==> config.mk <==
export PLATFORM = sky130hd
export DESIGN_NAME = screen_column_address_gen_core
export DESIGN_NICKNAME = d
export VERILOG_FILES = /design/src/rtl/core/scr_col_pkg.sv /design/src/rtl/core/scr_col_front.sv /design/src/rtl/core/scr_col_queue.sv /design/src/rtl/core/scr_col_back.sv /design/src/rtl/core/screen_column_address_gen_core.sv
export SDC_FILE = /design/constraint.sdc
export NUM_CORES = 1
export LEC_CHECK = 0
export BUFFER_PORTS_ARGS = -buffer_cell sky130_fd_sc_hd__buf_2
export CORE_MARGIN = 8
export CORE_UTILIZATION = 63
export CTS_CLUSTER_DIAMETER = 30
export CTS_CLUSTER_SIZE = 14
export DETAILED_ROUTE_END_ITERATION = 6
export GPL_TIMING_DRIVEN = 0
export PLACE_DENSITY = 0.95
export SETUP_SLACK_MARGIN = 0.05
export SYNTH_ARGS = -nofsm -noshare
export SYNTH_HDL_FRONTEND = slang
export SYNTH_SLANG_ARGS = --single-unit
==> constraint.sdc <==
create_clock -name i_clk -period 13.9 [get_ports i_clk]
set_input_delay 2.085 -clock i_clk [delete_from_list [all_inputs] [get_ports i_clk]]
set_output_delay 2.085 -clock i_clk [all_outputs]
set_load 0.03 [all_outputs]
==> src/rtl/core/scr_col_pkg.sv <==
// Shared types, constants and decode functions for the screen column address generator.
// No dependencies; every module of the block imports this package.
package scr_col_pkg;

    localparam int COLUMNS       = 32;
    localparam int COL_W         = $clog2(COLUMNS);
    localparam int MAX_RAM_BANKS = 4;
    localparam int BANK_W        = 3;
    localparam int BASE_W        = 18;
    localparam int OFF_W         = 19;
    localparam int XOFF_W        = 16;
    localparam int HEIGHT_W      = 9;
    localparam int SIZE_W        = 16;
    localparam int UNIT_W        = 3;

    localparam logic [7:0] MODE_SEL0_MASK = 8'h04;
    localparam logic [7:0] MODE_SEL1_MASK = 8'h20;
    localparam logic [7:0] MODE_CM_MASK   = 8'h03;

    localparam logic [1:0]          SEL_256    = 2'd3;
    localparam logic [HEIGHT_W-1:0] HEIGHT_256 = 9'd256;
    localparam logic [SIZE_W-1:0]   SIZE_256   = 16'((256 / 8) * (256 / 8) * 32);

    // One decoded run: everything the back end needs to emit all columns.
    typedef struct packed {
        logic [BASE_W-1:0]   base;
        logic [HEIGHT_W-1:0] height;
        logic [1:0]          cmode;
        logic [UNIT_W-1:0]   unit;
        logic                tall;
    } t_job;

    function automatic logic [HEIGHT_W-1:0] height_of(input logic [1:0] sel);
        logic [HEIGHT_W-1:0] h;
        case (sel)
            2'd0:    h = 9'd128;
            2'd1:    h = 9'd160;
            2'd2:    h = 9'd192;
            default: h = 9'd256;
        endcase
        return h;
    endfunction

    // log2 of the size multiplier 16, 32, 32, 64
    function automatic logic [2:0] mult_shift(input logic [1:0] cmode);
        logic [2:0] s;
        case (cmode)
            2'd0:    s = 3'd4;
            2'd1:    s = 3'd5;
            2'd2:    s = 3'd5;
            default: s = 3'd6;
        endcase
        return s;
    endfunction

    function automatic logic [UNIT_W-1:0] unit_of(input logic [1:0] cmode);
        logic [UNIT_W-1:0] u;
        case (cmode)
            2'd0:    u = 3'd1;
            2'd1:    u = 3'd2;
            default: u = 3'd4;
        endcase
        return u;
    endfunction

endpackage

==> src/rtl/core/scr_col_front.sv <==
// Front end: holds the bank-count register, decodes one input beat and clamps the base.
// Depends on scr_col_pkg; feeds scr_col_queue.
module scr_col_front
    import scr_col_pkg::*;
(
    input  logic              i_clk,
    input  logic              i_rst_n,
    input  logic              i_cfg_we,
    input  logic [BANK_W-1:0] i_cfg_wdata,
    input  logic              i_valid,
    output logic              o_stall,
    input  logic [7:0]        i_mode_byte,
    input  logic [7:0]        i_base_byte,
    input  logic              i_obj_mode,
    output logic              o_job_valid,
    input  logic              i_job_ready,
    output t_job              o_job
);

    logic [BANK_W-1:0] r_bank_cnt;
    logic              r_vld;
    t_job              r_job;
    t_job              n_job;

    logic [1:0]          sel;
    logic [1:0]          cmode;
    logic [HEIGHT_W-1:0] real_h;
    logic [SIZE_W-1:0]   size;
    logic [BANK_W-1:0]   banks;
    logic [OFF_W-1:0]    ram_end;
    logic [OFF_W-1:0]    base_raw;
    logic [OFF_W-1:0]    base_sum;
    logic [OFF_W-1:0]    base_clamp;
    logic                accept;

    assign o_stall     = r_vld && !i_job_ready;
    assign accept      = i_valid && !o_stall;
    assign o_job_valid = r_vld;
    assign o_job       = r_job;

    always_comb begin
        sel    = {|(i_mode_byte & MODE_SEL1_MASK), |(i_mode_byte & MODE_SEL0_MASK)};
        cmode  = 2'(i_mode_byte & MODE_CM_MASK);
        real_h = height_of(sel);
        if (sel == SEL_256) begin
            size = SIZE_256;
        end else begin
            // rows of 8 lines, 32 tiles a row, multiplier per colour mode
            size = SIZE_W'(real_h >> 3) << (5 + mult_shift(cmode));
        end
        banks = r_bank_cnt;
        if (banks == '0) begin
            banks = BANK_W'(1);
        end else if (banks > BANK_W'(MAX_RAM_BANKS)) begin
            banks = BANK_W'(MAX_RAM_BANKS);
        end
        ram_end  = OFF_W'(banks) << 16;
        base_raw = OFF_W'({i_base_byte, 10'b0});
        base_sum = base_raw + OFF_W'(size);
        if (base_sum > ram_end) begin
            base_clamp = ram_end - OFF_W'(size);
        end else begin
            base_clamp = base_raw;
        end
        n_job.base   = base_clamp[BASE_W-1:0];
        n_job.tall   = i_obj_mode || (sel == SEL_256);
        n_job.height = i_obj_mode ? HEIGHT_256 : real_h;
        n_job.cmode  = cmode;
        n_job.unit   = unit_of(cmode);
    end

    always_ff @(posedge i_clk) begin
        if (!i_rst_n) begin
            r_bank_cnt <= BANK_W'(1);
            r_vld      <= 1'b0;
        end else begin
            if (i_cfg_we) begin
                r_bank_cnt <= i_cfg_wdata;
            end
            r_vld <= accept || (r_vld && !i_job_ready);
        end
        if (accept) begin
            r_job <= n_job;
        end
    end

endmodule

==> src/rtl/core/scr_col_queue.sv <==
// Two-entry job queue between the front and back ends.
// Depends on scr_col_pkg for the job type.
module scr_col_queue
    import scr_col_pkg::*;
(
    input  logic i_clk,
    input  logic i_rst_n,
    input  logic i_push,
    output logic o_ready,
    input  t_job i_job,
    output logic o_valid,
    input  logic i_pop,
    output t_job o_job
);

    t_job       r_mem [2];
    logic       r_wr_ptr;
    logic       r_rd_ptr;
    logic [1:0] r_count;
    logic       push_ok;
    logic       pop_ok;

    assign o_ready = (r_count != 2'd2);
    assign o_valid = (r_count != 2'd0);
    assign o_job   = r_mem[r_rd_ptr];
    assign push_ok = i_push && o_ready;
    assign pop_ok  = i_pop && o_valid;

    always_ff @(posedge i_clk) begin
        if (!i_rst_n) begin
            r_wr_ptr <= 1'b0;
            r_rd_ptr <= 1'b0;
            r_count  <= 2'd0;
        end else begin
            if (push_ok) begin
                r_wr_ptr <= !r_wr_ptr;
            end
            if (pop_ok) begin
                r_rd_ptr <= !r_rd_ptr;
            end
            r_count <= r_count + 2'(push_ok) - 2'(pop_ok);
        end
        if (push_ok) begin
            r_mem[r_wr_ptr] <= i_job;
        end
    end

endmodule

==> src/rtl/core/scr_col_back.sv <==
// Back end: walks the columns of the job at the queue head, one result beat per cycle unless stalled.
// Depends on scr_col_pkg; reads from scr_col_queue.
module scr_col_back
    import scr_col_pkg::*;
(
    input  logic                i_clk,
    input  logic                i_rst_n,
    input  logic                i_job_valid,
    input  t_job                i_job,
    output logic                o_job_pop,
    output logic                o_valid,
    input  logic                i_stall,
    output logic [COL_W-1:0]    o_column_index,
    output logic [OFF_W-1:0]    o_column_offset,
    output logic [XOFF_W-1:0]   o_x_offset,
    output logic [BASE_W-1:0]   o_screen_base,
    output logic [HEIGHT_W-1:0] o_screen_height,
    output logic [1:0]          o_color_mode,
    output logic                o_last
);

    localparam logic [COL_W-1:0] LAST_COL = COL_W'(COLUMNS - 1);

    logic [COL_W-1:0] r_col;
    logic             advance;
    logic             emit;
    logic             upper;
    logic [COL_W-1:0] k;
    logic [6:0]       ku;
    logic [OFF_W-1:0] n_off;
    logic [XOFF_W:0]  n_xo;

    assign advance   = !o_valid || !i_stall;
    assign emit      = advance && i_job_valid;
    assign o_job_pop = emit && (r_col == LAST_COL);

    always_comb begin
        // tall layout: two halves of 16 columns each
        upper = i_job.tall && r_col[COL_W-1];
        k     = i_job.tall ? {1'b0, r_col[COL_W-2:0]} : r_col;
        ku    = 7'(k * i_job.unit);
        if (i_job.tall) begin
            n_off = OFF_W'(i_job.base) + (OFF_W'(ku) << 8)
                  + (upper ? (OFF_W'(i_job.unit) << 13) : '0);
            n_xo  = (17'(ku) << 4) + (upper ? (17'(i_job.unit) << 12) : '0);
        end else begin
            n_off = OFF_W'(i_job.base) + (OFF_W'(ku) << 4);
            n_xo  = 17'(i_job.height * ku) << 1;
        end
    end

    always_ff @(posedge i_clk) begin
        if (!i_rst_n) begin
            r_col   <= '0;
            o_valid <= 1'b0;
        end else if (advance) begin
            o_valid <= i_job_valid;
            if (emit) begin
                r_col <= r_col + COL_W'(1);
            end
        end
        if (emit) begin
            o_column_index  <= r_col;
            o_column_offset <= n_off;
            o_x_offset      <= n_xo[XOFF_W-1:0];
            o_screen_base   <= i_job.base;
            o_screen_height <= i_job.height;
            o_color_mode    <= i_job.cmode;
            o_last          <= (r_col == LAST_COL);
        end
    end

endmodule

==> src/rtl/core/screen_column_address_gen_core.sv <==
// Top level of the screen column address generator: front end, job queue, back end.
// Depends on scr_col_pkg, scr_col_front, scr_col_queue and scr_col_back.
//
// Usage:
//   Input channel (i_in_valid / o_in_stall): one beat carries a mode byte, a base
//   byte and the object-mode bit. Each accepted beat yields 32 result beats on
//   the output channel (o_out_valid / i_out_stall), columns 0 through 31 in order,
//   with o_last high on column 31.
//   Path: an accepted beat is registered in the front end, pushed into the queue,
//   then loaded into the output register as its first column.
//   Rate: one column per cycle while i_out_stall is low; the column
//   counter in the back end emitting from the queue head sets that rate.
//   Up to three runs can wait at once (front register and two queue entries,
//   the head entry being walked), so new input is taken while earlier runs emit.
//   Stall: when i_out_stall is high the output register holds its beat and the
//   column counter holds; once the queue is full and the front register holds a job, o_in_stall rises.
//   Configuration: i_cfg_we with i_cfg_wdata writes the RAM bank count (reset 1);
//   write it only while no run is in flight.
//   Reset: synchronous, active low; clears the queue, the column counter and
//   both valids, and sets the bank count to 1.
module screen_column_address_gen_core
    import scr_col_pkg::*;
(
    input  logic                i_clk,
    input  logic                i_rst_n,
    input  logic                i_cfg_we,
    input  logic [BANK_W-1:0]   i_cfg_wdata,
    input  logic                i_in_valid,
    output logic                o_in_stall,
    input  logic [7:0]          i_mode_byte,
    input  logic [7:0]          i_base_byte,
    input  logic                i_obj_mode,
    output logic                o_out_valid,
    input  logic                i_out_stall,
    output logic [COL_W-1:0]    o_column_index,
    output logic [OFF_W-1:0]    o_column_offset,
    output logic [XOFF_W-1:0]   o_x_offset,
    output logic [BASE_W-1:0]   o_screen_base,
    output logic [HEIGHT_W-1:0] o_screen_height,
    output logic [1:0]          o_color_mode,
    output logic                o_last
);

    // front -> queue
    logic front_valid;
    logic queue_ready;
    t_job front_job;

    // queue -> back
    logic head_valid;
    logic head_pop;
    t_job head_job;

    // Decode and clamp; hold the decoded job until the queue takes it.
    scr_col_front u_front (
        .i_clk       (i_clk),
        .i_rst_n     (i_rst_n),
        .i_cfg_we    (i_cfg_we),
        .i_cfg_wdata (i_cfg_wdata),
        .i_valid     (i_in_valid),
        .o_stall     (o_in_stall),
        .i_mode_byte (i_mode_byte),
        .i_base_byte (i_base_byte),
        .i_obj_mode  (i_obj_mode),
        .o_job_valid (front_valid),
        .i_job_ready (queue_ready),
        .o_job       (front_job)
    );

    // Buffer jobs so the front keeps accepting while the back walks columns.
    scr_col_queue u_queue (
        .i_clk   (i_clk),
        .i_rst_n (i_rst_n),
        .i_push  (front_valid),
        .o_ready (queue_ready),
        .i_job   (front_job),
        .o_valid (head_valid),
        .i_pop   (head_pop),
        .o_job   (head_job)
    );

    // Emit one column per cycle unless i_out_stall holds it; drop the head job after its last column.
    scr_col_back u_back (
        .i_clk           (i_clk),
        .i_rst_n         (i_rst_n),
        .i_job_valid     (head_valid),
        .i_job           (head_job),
        .o_job_pop       (head_pop),
        .o_valid         (o_out_valid),
        .i_stall         (i_out_stall),
        .o_column_index  (o_column_index),
        .o_column_offset (o_column_offset),
        .o_x_offset      (o_x_offset),
        .o_screen_base   (o_screen_base),
        .o_screen_height (o_screen_height),
        .o_color_mode    (o_color_mode),
        .o_last          (o_last)
    );

endmodule
==> run summary <==
Outcome = finished, violations left
Failing checks = design-rule violations
Yosys cell types = 55
Top-count cell post-synth = edfxtp_1
Fmax = 0.1369 GHz
# setup viols final = 0
Mux cell area share after synthesis = 4.914%
Crit-path max cell delay = 0.55 ns
Filler cells = 654
DRC violation count after routing = 4
Layout Skew = 0.01466 ns
Post-synthesis compound-gate area fraction = 7.086%
CP arrival = 7.67 ns
GRT Total Usage = 20.42%
Via count = 4555
Worst ir drop on vdd = 0.09832 mV
Routed len/inst = 17.14 µm
Vias/cell = 5.423
Min-Delay Path Depth = 0
First-pass GRT wire length = 22920 µm
Die Ht = 119.9 µm
Core area = 10700 µm²
Post-synth EDFFs = 101
Largest area contributor in the synthesized netlist = edfxtp_1
Port Buf Inserts = 69
Fin. max-slew vios = 0
Area grow syn2layout = 17.96%
Wirelength, routed = 14400 µm
#FFs+latches synth = 116
Slew margin rel. = 40.38%
Number of max-cap violations = 0
Gate Count Post-Synth = 575
Share of post-route cells with drive strength above 1 = 21.29%
CP required = 14.27 ns
Num rows = 38
Antenna Diode Count = 0
Fin crit share = 52.56%
Mean Syn Cell Area = 11.82 µm²
Main area contributors after synthesis = edfxtp_1 45%, ha_1 12%, fa_1 4.7%
Later-pin clock latency in the skew report = 0.53 ns
Top post-synthesis cells by count = 101 x edfxtp_1, 63 x ha_1, 49 x inv_1
I/O pin cnt = 97
Tmin final = 7.306 ns
Clock buffer depth = 2
Critical path startpoint category = flop
Number of global-route vias before repair = 4766
TritonCTS clock tree = done
Area fraction of the dominant cell type after synthesis = 44.62%
Largest net degree at the start of global routing = 30
Final hold violations = 0
Synth Area in XOR/XNOR = 5.356%
Main combinational cell family by area after synthesis = adder cells
Tightest Pin Transition = 0.8695 ns
Buffer count from post-CTS setup fixing = 0
Asr flop ratio synth = 0%
Worst min path class = flop to flop
Post-Synth Simple-Gate Area = 11.04%
Sequential share of the synthesized area = 49.03%
Slowest-stage cell, CP = fa_1
CP Class = flop to flop
Post-route setup TNS = 0 ns
Detailed Routing Iterations Pass 1 = 7
YS warnings = 0
# resized after CTS = 0
DP HPWL = 10670 µm
Die Wd = 119.9 µm
Num CTS Buffers = 17
Routability cong. = 0.8416
H-tree Lvls = 4
Initial Util = 63.54%
Reg2Reg Depth = 25
CP Capture Type = flop
Clock Sink Count = 116
CP max FO = 10
Ys flop type = edfxtp_1
Nets = 791
# hold bufs at CTS = 0
CTS root buffer = clkbuf_8
Initial drt markers = 333
GRT overflow = 0
Synth Cell Area = 6798 µm²
RSZ-0062 raised after global routing = no
Final ANT Viol Nets = 0
Initial antenna violation count = 0
Die footprint = 14370 µm²
P_leak = 3.635 nW
Clk slew on worst S/H paths = 0.05 ns
Power density cells = 122.0 nW/µm²
Final design utilization = 74.96%
Post-Synth Adder-Cell Area = 16.31%
## worst paths after layout
| kind | startpoint | end | slack [ns] |
|---|---|---|---|
| worst max-delay path | flop | u_back.o_x_offset[15]$_SDFFCE_PP0P_ | 6.59 |
| worst min-delay path | u_front.o_job[31]$_DFFE_PP_ | u_queue.r_mem[1][31]$_DFFE_PP_ | 0.45 |
| worst max register to register | flop | u_back.o_x_offset[15]$_SDFFCE_PP0P_ | 6.59 |
| worst min register to register | u_front.o_job[31]$_DFFE_PP_ | u_queue.r_mem[1][31]$_DFFE_PP_ | 0.45 |
## power by group
group	internal, mW	switching (mW)
Sequential	0.411	0.00919
Combinational	0.0564	0.0981
Clock	0.253	0.151
## layer usage
metal / up-vias / part of all wire (%) / GRT usage, %
li1: 2194 / - / -
met1: 2138 / 38 / 20.66
met2: 183 / 52 / 37.30
met3: 40 / 6.6 / 6.529
met4: 0 / 3.1 / 9.758
met5: - / 0 / 0
## worst max-delay path: cells and delay by family, from the launching register on
kind / cells / cell delay (ns)
simple gates: 4 / 0.71
compound gates: 5 / 0.96
flops: 1 / 0.32
fa+ha+maj: 7 / 3.01
buf+inv: 7 / 1.42
mux: 1 / 0.32
xor+xnor: 1 / 0.42
## cells by family (layout without fill, tap and decap cells)
| family | count (synthesis) | in the layout |
|---|---|---|
| other cells | 1 | 23 |
| buf+inv | 86 | 189 |
| flops | 116 | 116 |
| simple gates | 147 | 147 |
| xor+xnor | 40 | 40 |
| mux | 31 | 31 |
| compound gates | 75 | 75 |
| fa+ha+maj | 79 | 79 |
## final cells by class
class | instances | area, µm² | share of cell area [%]
sequential | 116 | 3333 | 41.57
clock buffer | 18 | 417.9 | 5.211
timing repair buffer | 71 | 392.9 | 4.899
multi-input combinational | 395 | 3142 | 39.18
inverter | 49 | 183.9 | 2.294
clock inverter | 14 | 136.4 | 1.701
tap | 140 | 175.2 | 2.184
buffer | 37 | 237.7 | 2.965
## metrics by stage
stage | worst slack (ns) | instances | instance area, µm² | power, mW | hold slack, ns
after floorplan | 7.432 | 597 | 6880 | 0.5377 | 0.4215
after global placement | 6.755 | 806 | 7401 | 0.5703 | 0.4231
after detailed placement | 6.678 | 808 | 7460 | 0.5794 | 0.4337
after CTS | 6.612 | 840 | 8014 | 0.9841 | 0.4460
after global routing | 6.283 | 840 | 8019 | 1.014 | 0.4512
final | 6.594 | 840 | 8019 | 0.9785 | 0.4481
## cell usage in the layout, fill, tap and decap left out, drive strengths merged, types with 17 or more instances in the layout
master,netlist,routed
nor2b,17,17
a21oi,27,27
nor2,34,34
ha,63,63
conb,1,23
inv,49,51
edfxtp,101,101
buf,26,97
nand2,39,39
clkbuf,11,29
and2,20,20
xnor2,26,26
## registers in the layout, summed over array words and instances, names as in the netlist, 4 cells and up, named ones only
signal	flops
u_queue.r_mem	36
u_front.o_job	18
u_back.o_column_offset	15
u_back.o_x_offset	12
u_back.o_screen_base	8
u_back.o_column_index	5
u_back.r_col	5
u_back.o_screen_height	4
Power figures use the tool's default switching activity.
